### src/sv/mtm_pkg.sv
package mtm_pkg;

	// fixed widths of the group datapath
	localparam int SUM_W = 20;
	localparam int MED_W = 16;
	localparam int AVG_W = 16;
	localparam logic [AVG_W-1:0] AVG_MAX = 16'hFFFF;

	// configuration register widths
	localparam int WSIZE_W = 5;
	localparam int MIDX_W = 4;
	localparam int GSIZE_W = 5;
	localparam int SHIFT_W = 3;

	// configuration register reset values
	localparam logic [WSIZE_W-1:0] WSIZE_RESET = 5'd15;
	localparam logic [MIDX_W-1:0] MIDX_RESET = 4'd7;
	localparam logic [GSIZE_W-1:0] GSIZE_RESET = 5'd6;
	localparam logic [SHIFT_W-1:0] SHIFT_RESET = 3'd2;

	// register map, byte address 4*index
	localparam int ADDR_W = 4;
	typedef enum logic [1:0] {
		REG_WINDOW_SIZE,
		REG_MEDIAN_INDEX,
		REG_GROUP_SIZE,
		REG_AVERAGE_SHIFT
	} reg_code_t;

	// median queue between front and back
	localparam int QUEUE_DEPTH = 2;

	typedef struct packed {
		logic [MED_W-1:0]   median;
		logic [GSIZE_W-1:0] group_size;
		logic [SHIFT_W-1:0] shift;
	} med_word_t;

	// front sequencer states
	typedef enum logic [1:0] {
		FRONT_COLLECT,
		FRONT_SORT,
		FRONT_EMIT
	} front_state_t;

endpackage

### src/sv/mtm_front.sv
module mtm_front #(
	parameter int WINDOW_MAX = 16,
	parameter int SAMPLE_BITS = 12
) (
	input  logic                            clk,
	input  logic                            arst_n,
	input  logic                            push,
	output logic                            full,
	input  logic [SAMPLE_BITS-1:0]          sample,
	input  logic [mtm_pkg::WSIZE_W-1:0]     window_size,
	input  logic [mtm_pkg::MIDX_W-1:0]      median_index,
	input  logic [mtm_pkg::GSIZE_W-1:0]     group_size,
	input  logic [mtm_pkg::SHIFT_W-1:0]     average_shift,
	output logic                            q_push,
	input  logic                            q_full,
	output mtm_pkg::med_word_t              q_word
);

	localparam int NW = $clog2(WINDOW_MAX + 1);
	localparam int IW = $clog2(WINDOW_MAX);

	mtm_pkg::front_state_t state_q, state_nx;

	logic [SAMPLE_BITS-1:0] row_q [WINDOW_MAX];
	logic [SAMPLE_BITS-1:0] row_nx [WINDOW_MAX];
	logic [NW-1:0] fill_q;
	logic [NW-1:0] phase_q;
	logic [NW-1:0] n_q;
	logic [IW-1:0] pos_q;
	logic [mtm_pkg::GSIZE_W-1:0] grp_q;
	logic [mtm_pkg::SHIFT_W-1:0] shift_q;

	logic [NW-1:0] n_c;
	logic [IW-1:0] pos_c;
	logic accept;
	logic last;
	logic sort_done;

	// effective window length and median position
	always_comb begin
		if (window_size == '0) begin
			n_c = NW'(1);
		end else if (32'(window_size) > WINDOW_MAX) begin
			n_c = NW'(WINDOW_MAX);
		end else begin
			n_c = NW'(window_size);
		end
		if (32'(median_index) >= 32'(n_c)) begin
			pos_c = IW'(n_c - NW'(1));
		end else begin
			pos_c = IW'(median_index);
		end
	end

	assign full = (state_q != mtm_pkg::FRONT_COLLECT);
	assign accept = push && !full;
	assign last = ((NW+1)'(fill_q) + (NW+1)'(1)) >= (NW+1)'(n_c);
	assign sort_done = (phase_q == n_q - NW'(1));

	// one odd-even transposition phase over the first n_q cells
	always_comb begin
		row_nx = row_q;
		for (int k = 0; k < WINDOW_MAX - 1; k++) begin
			if (1'(k) == phase_q[0] && (k + 1) < int'(n_q)) begin
				if (row_q[k] > row_q[k+1]) begin
					row_nx[k] = row_q[k+1];
					row_nx[k+1] = row_q[k];
				end
			end
		end
	end

	// window cells
	always_ff @(posedge clk) begin
		if (accept) begin
			row_q[fill_q[IW-1:0]] <= sample;
		end else if (state_q == mtm_pkg::FRONT_SORT) begin
			row_q <= row_nx;
		end
	end

	// state register
	always_ff @(posedge clk or negedge arst_n) begin
		if (!arst_n) begin
			state_q <= mtm_pkg::FRONT_COLLECT;
		end else begin
			state_q <= state_nx;
		end
	end

	// next state and queue push
	always_comb begin
		state_nx = state_q;
		q_push = 1'b0;
		case (state_q)
			mtm_pkg::FRONT_COLLECT: begin
				if (accept && last) begin
					state_nx = mtm_pkg::FRONT_SORT;
				end
			end
			mtm_pkg::FRONT_SORT: begin
				if (sort_done) begin
					state_nx = mtm_pkg::FRONT_EMIT;
				end
			end
			mtm_pkg::FRONT_EMIT: begin
				if (!q_full) begin
					q_push = 1'b1;
					state_nx = mtm_pkg::FRONT_COLLECT;
				end
			end
			default: begin
				state_nx = mtm_pkg::FRONT_COLLECT;
			end
		endcase
	end

	// fill count, phase count and settings captured per window
	always_ff @(posedge clk or negedge arst_n) begin
		if (!arst_n) begin
			fill_q <= '0;
			phase_q <= '0;
			n_q <= NW'(1);
			pos_q <= '0;
			grp_q <= '0;
			shift_q <= '0;
		end else begin
			if (accept) begin
				if (last) begin
					fill_q <= '0;
					phase_q <= '0;
					n_q <= n_c;
					pos_q <= pos_c;
					grp_q <= group_size;
					shift_q <= average_shift;
				end else begin
					fill_q <= fill_q + NW'(1);
				end
			end else if (state_q == mtm_pkg::FRONT_SORT) begin
				phase_q <= phase_q + NW'(1);
			end
		end
	end

	// median word toward the back
	always_comb begin
		q_word.median = mtm_pkg::MED_W'(row_q[pos_q]);
		q_word.group_size = grp_q;
		q_word.shift = shift_q;
	end

endmodule

### src/sv/mtm_queue.sv
module mtm_queue (
	input  logic               clk,
	input  logic               arst_n,
	input  logic               wr_en,
	input  mtm_pkg::med_word_t wr_word,
	output logic               full,
	input  logic               rd_en,
	output mtm_pkg::med_word_t rd_word,
	output logic               empty
);

	localparam int PW = $clog2(mtm_pkg::QUEUE_DEPTH);
	localparam int CW = $clog2(mtm_pkg::QUEUE_DEPTH + 1);

	mtm_pkg::med_word_t slot_q [mtm_pkg::QUEUE_DEPTH];
	logic [PW-1:0] wr_ptr_q;
	logic [PW-1:0] rd_ptr_q;
	logic [CW-1:0] count_q;

	assign full = (count_q == CW'(mtm_pkg::QUEUE_DEPTH));
	assign empty = (count_q == '0);
	assign rd_word = slot_q[rd_ptr_q];

	// storage
	always_ff @(posedge clk) begin
		if (wr_en) begin
			slot_q[wr_ptr_q] <= wr_word;
		end
	end

	// pointers and occupancy
	always_ff @(posedge clk or negedge arst_n) begin
		if (!arst_n) begin
			wr_ptr_q <= '0;
			rd_ptr_q <= '0;
			count_q <= '0;
		end else begin
			if (wr_en) begin
				if (wr_ptr_q == PW'(mtm_pkg::QUEUE_DEPTH - 1)) begin
					wr_ptr_q <= '0;
				end else begin
					wr_ptr_q <= wr_ptr_q + PW'(1);
				end
			end
			if (rd_en) begin
				if (rd_ptr_q == PW'(mtm_pkg::QUEUE_DEPTH - 1)) begin
					rd_ptr_q <= '0;
				end else begin
					rd_ptr_q <= rd_ptr_q + PW'(1);
				end
			end
			if (wr_en && !rd_en) begin
				count_q <= count_q + CW'(1);
			end else if (rd_en && !wr_en) begin
				count_q <= count_q - CW'(1);
			end
		end
	end

endmodule

### src/sv/mtm_back.sv
module mtm_back #(
	parameter int GROUP_MAX = 16
) (
	input  logic                         clk,
	input  logic                         arst_n,
	input  logic                         q_empty,
	input  mtm_pkg::med_word_t           q_word,
	output logic                         q_pop,
	output logic                         empty,
	input  logic                         pop,
	output logic [mtm_pkg::AVG_W-1:0]    average
);

	localparam int GW = $clog2(GROUP_MAX + 1);

	logic [mtm_pkg::SUM_W-1:0] sum_q;
	logic [mtm_pkg::MED_W-1:0] largest_q;
	logic [mtm_pkg::MED_W-1:0] smallest_q;
	logic [GW-1:0] gfill_q;
	logic finish_q;
	logic [mtm_pkg::SHIFT_W-1:0] shift_q;
	logic out_valid_q;
	logic [mtm_pkg::AVG_W-1:0] average_q;

	logic [GW-1:0] g_c;
	logic group_last;
	logic slot_free;
	logic [mtm_pkg::MED_W:0] trim_c;
	logic [mtm_pkg::SUM_W-1:0] diff_c;
	logic [mtm_pkg::SUM_W-1:0] shifted_c;
	logic [mtm_pkg::AVG_W-1:0] avg_c;

	// effective group length
	always_comb begin
		if (q_word.group_size == '0) begin
			g_c = GW'(1);
		end else if (32'(q_word.group_size) > GROUP_MAX) begin
			g_c = GW'(GROUP_MAX);
		end else begin
			g_c = GW'(q_word.group_size);
		end
	end

	assign q_pop = !q_empty && !finish_q;
	assign group_last = ((GW+1)'(gfill_q) + (GW+1)'(1)) >= (GW+1)'(g_c);
	assign slot_free = !out_valid_q || pop;
	assign empty = !out_valid_q;
	assign average = average_q;

	// trimmed sum, shifted and saturated
	always_comb begin
		trim_c = (mtm_pkg::MED_W+1)'(largest_q) + (mtm_pkg::MED_W+1)'(smallest_q);
		diff_c = sum_q - mtm_pkg::SUM_W'(trim_c);
		shifted_c = diff_c >> shift_q;
		if (sum_q < mtm_pkg::SUM_W'(trim_c)) begin
			avg_c = '0;
		end else if (shifted_c > mtm_pkg::SUM_W'(mtm_pkg::AVG_MAX)) begin
			avg_c = mtm_pkg::AVG_MAX;
		end else begin
			avg_c = mtm_pkg::AVG_W'(shifted_c);
		end
	end

	// group accumulation and result register
	always_ff @(posedge clk or negedge arst_n) begin
		if (!arst_n) begin
			sum_q <= '0;
			largest_q <= '0;
			smallest_q <= mtm_pkg::AVG_MAX;
			gfill_q <= '0;
			finish_q <= 1'b0;
			shift_q <= '0;
			out_valid_q <= 1'b0;
		end else begin
			if (q_pop) begin
				if (q_word.median > largest_q) begin
					largest_q <= q_word.median;
				end
				if (q_word.median < smallest_q) begin
					smallest_q <= q_word.median;
				end
				sum_q <= sum_q + mtm_pkg::SUM_W'(q_word.median);
				if (group_last) begin
					gfill_q <= '0;
					finish_q <= 1'b1;
					shift_q <= q_word.shift;
				end else begin
					gfill_q <= gfill_q + GW'(1);
				end
			end
			if (finish_q && slot_free) begin
				out_valid_q <= 1'b1;
				finish_q <= 1'b0;
				sum_q <= '0;
				largest_q <= '0;
				smallest_q <= mtm_pkg::AVG_MAX;
			end else if (pop) begin
				out_valid_q <= 1'b0;
			end
		end
	end

	// result word
	always_ff @(posedge clk) begin
		if (finish_q && slot_free) begin
			average_q <= avg_c;
		end
	end

endmodule

### src/sv/median_trimmed_mean_filter_unit.sv
// path: a window is sorted, its median passes the median queue, and the back registers
// the group average; throughput: one sample per cycle while a window fills; the sample
// that completes a window holds full high while the window sorts (one odd-even sort phase
// per cycle) and until its median enters the queue; medians wait in a two-word queue and
// averages in one result register; reset: arst_n clears fill counts, sum and largest, sets
// smallest to all ones and the registers to defaults; window cells are not cleared
module median_trimmed_mean_filter_unit #(
	parameter int WINDOW_MAX = 16,
	parameter int GROUP_MAX = 16,
	parameter int SAMPLE_BITS = 12
) (
	input  logic                          clk,
	input  logic                          arst_n,
	input  logic                          push,
	output logic                          full,
	input  logic [SAMPLE_BITS-1:0]        sample,
	output logic                          empty,
	input  logic                          pop,
	output logic [mtm_pkg::AVG_W-1:0]     average,
	input  logic                          psel,
	input  logic                          penable,
	input  logic                          pwrite,
	input  logic [mtm_pkg::ADDR_W-1:0]    paddr,
	input  logic [31:0]                   pwdata,
	output logic [31:0]                   prdata,
	output logic                          pready
);

	logic [mtm_pkg::WSIZE_W-1:0] window_size_q;
	logic [mtm_pkg::MIDX_W-1:0] median_index_q;
	logic [mtm_pkg::GSIZE_W-1:0] group_size_q;
	logic [mtm_pkg::SHIFT_W-1:0] average_shift_q;

	logic cfg_wr;
	mtm_pkg::reg_code_t cfg_code;

	logic fq_push;
	logic fq_full;
	logic fq_pop;
	logic fq_empty;
	mtm_pkg::med_word_t fq_wr_word;
	mtm_pkg::med_word_t fq_rd_word;

	assign pready = 1'b1;
	assign cfg_wr = psel && penable && pwrite && pready;
	assign cfg_code = mtm_pkg::reg_code_t'(paddr[3:2]);

	// configuration registers
	always_ff @(posedge clk or negedge arst_n) begin
		if (!arst_n) begin
			window_size_q <= mtm_pkg::WSIZE_RESET;
			median_index_q <= mtm_pkg::MIDX_RESET;
			group_size_q <= mtm_pkg::GSIZE_RESET;
			average_shift_q <= mtm_pkg::SHIFT_RESET;
		end else if (cfg_wr) begin
			case (cfg_code)
				mtm_pkg::REG_WINDOW_SIZE: window_size_q <= pwdata[mtm_pkg::WSIZE_W-1:0];
				mtm_pkg::REG_MEDIAN_INDEX: median_index_q <= pwdata[mtm_pkg::MIDX_W-1:0];
				mtm_pkg::REG_GROUP_SIZE: group_size_q <= pwdata[mtm_pkg::GSIZE_W-1:0];
				mtm_pkg::REG_AVERAGE_SHIFT: average_shift_q <= pwdata[mtm_pkg::SHIFT_W-1:0];
				default: begin
				end
			endcase
		end
	end

	// register readback
	always_comb begin
		case (cfg_code)
			mtm_pkg::REG_WINDOW_SIZE: prdata = 32'(window_size_q);
			mtm_pkg::REG_MEDIAN_INDEX: prdata = 32'(median_index_q);
			mtm_pkg::REG_GROUP_SIZE: prdata = 32'(group_size_q);
			mtm_pkg::REG_AVERAGE_SHIFT: prdata = 32'(average_shift_q);
			default: prdata = '0;
		endcase
	end

	// window collection, sort and median pick
	mtm_front #(
		.WINDOW_MAX(WINDOW_MAX),
		.SAMPLE_BITS(SAMPLE_BITS)
	) u_front (
		.clk(clk),
		.arst_n(arst_n),
		.push(push),
		.full(full),
		.sample(sample),
		.window_size(window_size_q),
		.median_index(median_index_q),
		.group_size(group_size_q),
		.average_shift(average_shift_q),
		.q_push(fq_push),
		.q_full(fq_full),
		.q_word(fq_wr_word)
	);

	// median queue
	mtm_queue u_queue (
		.clk(clk),
		.arst_n(arst_n),
		.wr_en(fq_push),
		.wr_word(fq_wr_word),
		.full(fq_full),
		.rd_en(fq_pop),
		.rd_word(fq_rd_word),
		.empty(fq_empty)
	);

	// group accumulation and olympic average
	mtm_back #(
		.GROUP_MAX(GROUP_MAX)
	) u_back (
		.clk(clk),
		.arst_n(arst_n),
		.q_empty(fq_empty),
		.q_word(fq_rd_word),
		.q_pop(fq_pop),
		.empty(empty),
		.pop(pop),
		.average(average)
	);

endmodule

### config.mk
export PLATFORM = sky130hd
export DESIGN_NAME = median_trimmed_mean_filter_unit
export DESIGN_NICKNAME = d
export VERILOG_FILES = /design/src/sv/mtm_pkg.sv /design/src/sv/mtm_front.sv /design/src/sv/mtm_queue.sv /design/src/sv/mtm_back.sv /design/src/sv/median_trimmed_mean_filter_unit.sv
export SDC_FILE = /design/constraint.sdc
export NUM_CORES = 1
export LEC_CHECK = 0
export BUFFER_PORTS_ARGS = -buffer_cell sky130_fd_sc_hd__buf_2
export CAP_MARGIN = 10
export CELL_PAD_IN_SITES_DETAIL_PLACEMENT = 1
export CELL_PAD_IN_SITES_GLOBAL_PLACEMENT = 1
export CORE_ASPECT_RATIO = 0.75
export CORE_MARGIN = 1.5
export CORE_UTILIZATION = 35
export DETAILED_ROUTE_END_ITERATION = 8
export PLACE_DENSITY_LB_ADDON = 0.1
export SYNTH_ARGS = -nofsm -noshare
export SYNTH_HDL_FRONTEND = slang
export SYNTH_SLANG_ARGS = --single-unit
### constraint.sdc
create_clock -name clk -period 6.5 [get_ports clk]
set_input_delay 1.3 -clock clk [delete_from_list [all_inputs] [get_ports clk]]
set_output_delay 1.3 -clock clk [all_outputs]
set_load 0.02 [all_outputs]
==> results of run 1 <==
critical path: stages, from the launching register on:
cell and delay, ns:
dfstp_2 0.55, ha_1 0.23, a21o_1 0.18, a21oi_1 0.25, o21ai_0 0.14, a21oi_1 0.26
o21bai_1 0.15, a41o_1 0.30, o41a_1 0.39, a211o_1 0.32, ha_1 0.44, nand3_1 0.20
nor2_1 0.06, a2bb2oi_1 0.19, nand2_1 0.10, o311ai_0 0.81, o221ai_1 0.24, nor4_2 0.34
buf_4 0.26, a221oi_1 0.11
how the worst max path moves through the flow:
stage / cells after the start / end / start
after floorplan: 21 / u_back.average[4] / u_back.smallest_q[1]
final: 19 / u_back.average[14] / u_back.smallest_q[1]
after global placement: 19 / u_back.average[14] / u_back.smallest_q[1]
after CTS: 19 / u_back.average[14] / u_back.smallest_q[1]
after detailed placement: 19 / u_back.average[6] / u_back.smallest_q[1]
after global routing: 19 / u_back.average[14] / u_back.smallest_q[1]
state kept, by name, indices dropped and copies added, names as in the netlist, 3 cells and up:
register	cells
u_front.row_q	192
u_queue.slot_q	40
u_back.sum_q	20
u_back.average	16
u_back.smallest_q	13
u_back.largest_q	12
group_size_q	5
u_back.gfill_q	5
u_front.fill_q	5
u_front.grp_q	5
u_front.n_q	5
u_front.phase_q	5
window_size_q	5
median_index_q	4
u_front.pos_q	4
average_shift_q	3
u_back.shift_q	3
u_front.shift_q	3
logic make-up after synthesis:
family / share of synthesized area
compound gates: 0.2198
xor+xnor: 0.01645
fa+ha+maj: 0.1188
buf+inv: 0.06991
flops: 0.3516
mux: 0.1076
other cells: 0.0002613
simple gates: 0.1156
layer usage:
| metal | wire (µm) | up-vias | share of wire | track usage |
|---|---|---|---|---|
| met1 | 51850 | 12190 | 0.51 | 0.3729 |
| met4 | 2579 | 0 | 0.025 | 0.06779 |
| met3 | 8212 | 138 | 0.080 | 0.06186 |
| met5 | 0 | - | 0 | 0 |
| li1 | - | 11020 | - | - |
| met2 | 39900 | 672 | 0.39 | 0.3273 |
final cells by class:
class	instances	share of cell area
inverters	261	0.03146
clock inverters	21	0.005063
clock buffers	61	0.03966
flip-flops and latches	353	0.3247
well taps	1058	0.04251
multi-input cells	2124	0.5395
repair buffers	87	0.01712
placed cells by master (no fill, tap or decap), types with 52 or more instances in the layout:
cell type / synthesis / final
ha_1: 268 / 268
dfrtp_1: 81 / 79
edfxtp_1: 248 / 248
a22o_1: 64 / 64
a21oi_1: 73 / 73
mux4_2: 67 / 67
nor2_1: 126 / 122
inv_1: 261 / 261
o211ai_1: 147 / 147
a21o_1: 88 / 88
o21ai_0: 147 / 147
nand2_1: 208 / 207
nand3_1: 113 / 113
nand4_1: 52 / 52
mux2i_1: 129 / 129
through the flow:
| stage | instance area, µm² | hold slack [ns] | std cells | util | setup WS, ns |
|---|---|---|---|---|---|
| after CTS | 31130 | 0.4751 | 3963 | 0.3850 | 0.6719 |
| after global routing | 31140 | 0.4822 | 3965 | 0.3851 | 0.3121 |
| after floorplan | 28840 | 0.4366 | 2978 | - | 1.512 |
| final | 31140 | 0.4743 | 3965 | 0.3851 | 0.6623 |
| after detailed placement | 29730 | 0.4609 | 3881 | 0.3678 | 0.7491 |
| after global placement | 29730 | 0.4521 | 3881 | 0.3678 | 0.7136 |
==> flow_summary.json, run 1 <==
{
  "reg2reg_slack_ns": 0.66,
  "maxCapViolCount": 0,
  "drtAntennaViolNets": 0,
  "vias": 24020,
  "clkTransAtPathRegs_ns": 0.07,
  "seq_area_um2": 10110,
  "end_kind": "flop",
  "yosysSeqAreaShare": 0.3516,
  "rsz0062_at_grt": "no",
  "area_growth_pct": 8.341,
  "fin_nets": 3197,
  "synth_cell_type_count": 78,
  "relSlewSlack": 0.2051,
  "finClkSkew_ns": 0.03284,
  "netlist_top_cells_count": "ha_1 (268), inv_1 (261), edfxtp_1 (248)",
  "grt_pass1_vias": 24670,
  "min_period_ns": 5.838,
  "via_per_inst": 6.059,
  "arrival_ns": 6.17,
  "cts.sinks": 353,
  "final.period_utilization": 0.8981,
  "numCtsBuffers": 44,
  "insertion_delay_ns": 0.63,
  "cts_tree": "done",
  "dr.pass1.iters": 5,
  "ctsResizeCount": 0,
  "hold_end": "u_queue.slot_q[1][3]",
  "path_class": "reg -> reg",
  "grt_use_total": 0.2423,
  "ys_top_cells_by_area": "edfxtp_1 (26%), ha_1 (12%), dfrtp_1 (7.1%)",
  "ctsHoldBuffers": 0,
  "hold_start": "u_front.grp_q[0]",
  "finalSetupViolations": 0,
  "critPathLaunchType": "flop",
  "synth.avg_cell_area_um2": 9.737,
  "pin_count": 106,
  "synthCells": 2952,
  "path_max_fanout": 15,
  "rr_startpoint": "u_back.smallest_q[1]",
  "worst_pin_slew_ns": 1.189,
  "fmax_mhz": 171.3,
  "portBuffers": 48,
  "synth_top_area_share": 0.2591,
  "grt_max_degree": 61,
  "cts_buffer_depth": 3,
  "antenna_found_initial": 1,
  "fill_cells": 9078,
  "grt_pass1_wl_um": 156700,
  "grt-ovfl-total": 0,
  "synth.most_common_cell": "ha_1",
  "cts-root-buf": "clkbuf_16",
  "core_area_um2": 80850,
  "synth_edf_count": 248,
  "hp-class": "reg -> reg",
  "min_path_cells": 0,
  "hpwl_um": 76960,
  "fin_setup_tns_ns": 0,
  "ys_ff_latch": 353,
  "dieHeight_um": 251.2,
  "rows": 90,
  "r2r_end": "u_back.average[14]",
  "hold_viol_final": 0,
  "yosys.area.top_type": "edfxtp_1",
  "synth_warnings": 0,
  "synthArstFlopShare": 0.2975,
  "antenna_cells": 0,
  "drcViolationCount": 0,
  "outcome": "completed",
  "slew_violations": 0,
  "post_cts_buffers": 0,
  "worstPathRequired_ns": 6.83,
  "multiInputGateArea_um2": 16800,
  "die_w_um": 333.9,
  "cts-htree-levels": 2,
  "reg2reg_depth": 19,
  "drive_above_1_share": 0.1132,
  "synth_ff_type": "edfxtp_1",
  "drt_iter0_drc": 1847,
  "die_area_um2": 83870,
  "gp_congestion": 0.8537,
  "initial_utilization": 0.3555,
  "routedWlPerCell_um": 25.86,
  "synth_area_um2": 28740,
  "wirelength_um": 102500
}
Power of run 1 is left out: the tool's default activity adds up to more than one toggle a clock period on the data nets, which glitch-free logic cannot reach.
==> run 2, diff against run 1 <==
--- a/config.mk
+++ b/config.mk
@@ -6,12 +6,11 @@
 export NUM_CORES = 1
 export LEC_CHECK = 0
 export BUFFER_PORTS_ARGS = -buffer_cell sky130_fd_sc_hd__buf_2
-export CAP_MARGIN = 10
 export CELL_PAD_IN_SITES_DETAIL_PLACEMENT = 1
 export CELL_PAD_IN_SITES_GLOBAL_PLACEMENT = 1
 export CORE_ASPECT_RATIO = 0.75
 export CORE_MARGIN = 1.5
-export CORE_UTILIZATION = 35
+export CORE_UTILIZATION = 30
 export DETAILED_ROUTE_END_ITERATION = 8
 export PLACE_DENSITY_LB_ADDON = 0.1
 export SYNTH_ARGS = -nofsm -noshare
==> run 2 against run 1 <==
Against the previous run: critical path depth is the same; cell count grew 5.1%; routed wire length grew 4.4%; sequential cell count is the same; fmax shrank 0.97%; first-iteration DRC count grew 16%; final area grew 1.5%; hold slack lost 0.00065 ns; worst setup slack lost 0.057 ns; via count grew 1.1%; non-clock buffer count grew 2; die area grew 16%.
==> flow_summary.json, run 2 (synthesized netlist as in run 1, its figures left out) <==
{
  "outcome": "completed",
  "numCtsBuffers": 46,
  "core_area_um2": 95150,
  "dieHeight_um": 271.1,
  "portBuffers": 48,
  "instances_no_fill": 4166,
  "path_class": "reg -> reg",
  "antenna_found_initial": 5,
  "largest_register_ffs": 192,
  "vias": 24300,
  "post_cts_buffers": 0,
  "dp.cells": 4077,
  "area_growth_pct": 10.01,
  "cts_tree": "done",
  "dr.pass1.iters": 5,
  "initial_utilization": 0.3021,
  "finalSetupViolations": 0,
  "cp_cell_sequence": "ha_1 > a21o_1 > a21oi_1 > o21ai_0 > a21oi_1 > o21bai_1 > a41o_1 > o41a_1 > a211o_1 > ha_1 > nand3_1 > nor2_1 > a2bb2oi_1 > nand2_1 > o311ai_0 > o221ai_1 > nor4_2 > buf_4 > a221oi_1",
  "rsz0062_at_grt": "no",
  "hp-class": "reg -> reg",
  "worstPathRequired_ns": 6.82,
  "rr_startpoint": "u_back.smallest_q[1]",
  "grt_pass1_vias": 24660,
  "path_buf_inv": 1,
  "seq_area_um2": 10110,
  "die_area_um2": 97690,
  "die_w_um": 360.4,
  "fmax_mhz": 169.6,
  "fill_cells": 10710,
  "reg_top3": "u_front.row_q (192), u_queue.slot_q (40), u_back.sum_q (20)",
  "hold_start": "u_front.grp_q[1]",
  "drcViolationCount": 0,
  "cts-root-buf": "clkbuf_16",
  "grt_use_total": 0.2162,
  "routedWlPerCell_um": 25.69,
  "drive_above_1_share": 0.1133,
  "end_kind": "flop",
  "top_register": "u_front.row_q",
  "hpwl_um": 80770,
  "arrival_ns": 6.22,
  "cts_buffer_depth": 3,
  "hold_viol_final": 0,
  "clkTransAtPathRegs_ns": 0.06,
  "min_period_ns": 5.895,
  "multiInputGateArea_um2": 16800,
  "final.period_utilization": 0.9069,
  "cts-htree-levels": 2,
  "slew_violations": 0,
  "worst_pin_slew_ns": 1.260,
  "most-common-layout-cells": "ha_1 (268), inv_1 (261), edfxtp_1 (248)",
  "grt_pass1_wl_um": 162700,
  "ctsResizeCount": 0,
  "grt-ovfl-total": 0,
  "wirelength_um": 107000,
  "cpLargestDelayFamily": "compound AO/OA/AOI/OAI gates",
  "maxCapViolCount": 0,
  "critical_path.max_stage_delay_ns": 0.80,
  "pin_count": 106,
  "drt_iter0_drc": 2143,
  "grt_max_degree": 74,
  "critPathLaunch": "u_back.smallest_q[1]",
  "cts.sinks": 353,
  "ctsHoldBuffers": 0,
  "final_common_cell": "ha_1",
  "gp_congestion": 0.8452,
  "drtAntennaViolNets": 0,
  "path_max_fanout": 15,
  "slowest_stage": "o311ai_0",
  "critPathLaunchType": "flop",
  "fin_nets": 3201,
  "rows": 98,
  "fin_setup_tns_ns": 0,
  "relSlewSlack": 0.1570,
  "finClkSkew_ns": 0.04522,
  "insertion_delay_ns": 0.65,
  "via_per_inst": 5.832
}
[run 2: cell count changes in the layout (fill, tap and decap cells not counted), moves of 3 or more]
cell       before  now
clkinv_2       13    7
clkbuf_1       10    7
nor2_2          4    1
bufinv_16       0    6
clkbuf_8        7    1
nor2_1        122  125
clkinv_1        4    9
diode_2         0    3
clkbuf_16      44   48
buf_4          39   42
[run 2: worst paths after layout]
path / depth (start not counted) / slack, ns / to
setup / recovery: 19 / 0.61 / u_back.average[8]
hold / removal: 0 / 0.47 / u_queue.slot_q[0][4]
setup reg to reg: 19 / 0.61 / u_back.average[8]
hold reg to reg: 0 / 0.47 / u_queue.slot_q[0][4]
max in group asynchronous: 2 / 4.38 / u_front.pos_q[0]
min in group asynchronous: 1 / 0.69 / u_back.sum_q[15]
[run 2: metal layers]
metal	wire, µm	global-route usage	up-vias	share of wire
li1	-	-	11040	-
met1	56590	0.3470	12480	0.53
met2	42060	0.2954	697	0.39
met3	7087	0.03950	81	0.066
met4	1289	0.03775	0	0.012
met5	0	0	-	0
[run 2: metrics by stage]
stage | area (µm²) | setup WS, ns | hold slack [ns] | util
3_5_place_dp | 30000 | 0.7717 | 0.4576 | 0.3153
4_1_cts | 31610 | 0.6619 | 0.4749 | 0.3322
2_1_floorplan | 28840 | 1.512 | 0.4366 | -
3_3_place_gp | 30000 | 0.6844 | 0.4531 | 0.3153
5_1_grt | 31610 | 0.2060 | 0.4996 | 0.3322
6_report | 31620 | 0.6052 | 0.4736 | 0.3323
[run 2: final cells by class]
| cell class | instances | area share |
|---|---|---|
| tap | 1250 | 0.04946 |
| timing repair buffer | 89 | 0.01741 |
| inverter | 261 | 0.03098 |
| multi-input combinational | 2124 | 0.5313 |
| clock inverter | 30 | 0.01167 |
| clock buffer | 56 | 0.03925 |
| antenna | 3 | 0.0002374 |
| sequential | 353 | 0.3197 |
Power of run 2 is left out for the same reason.
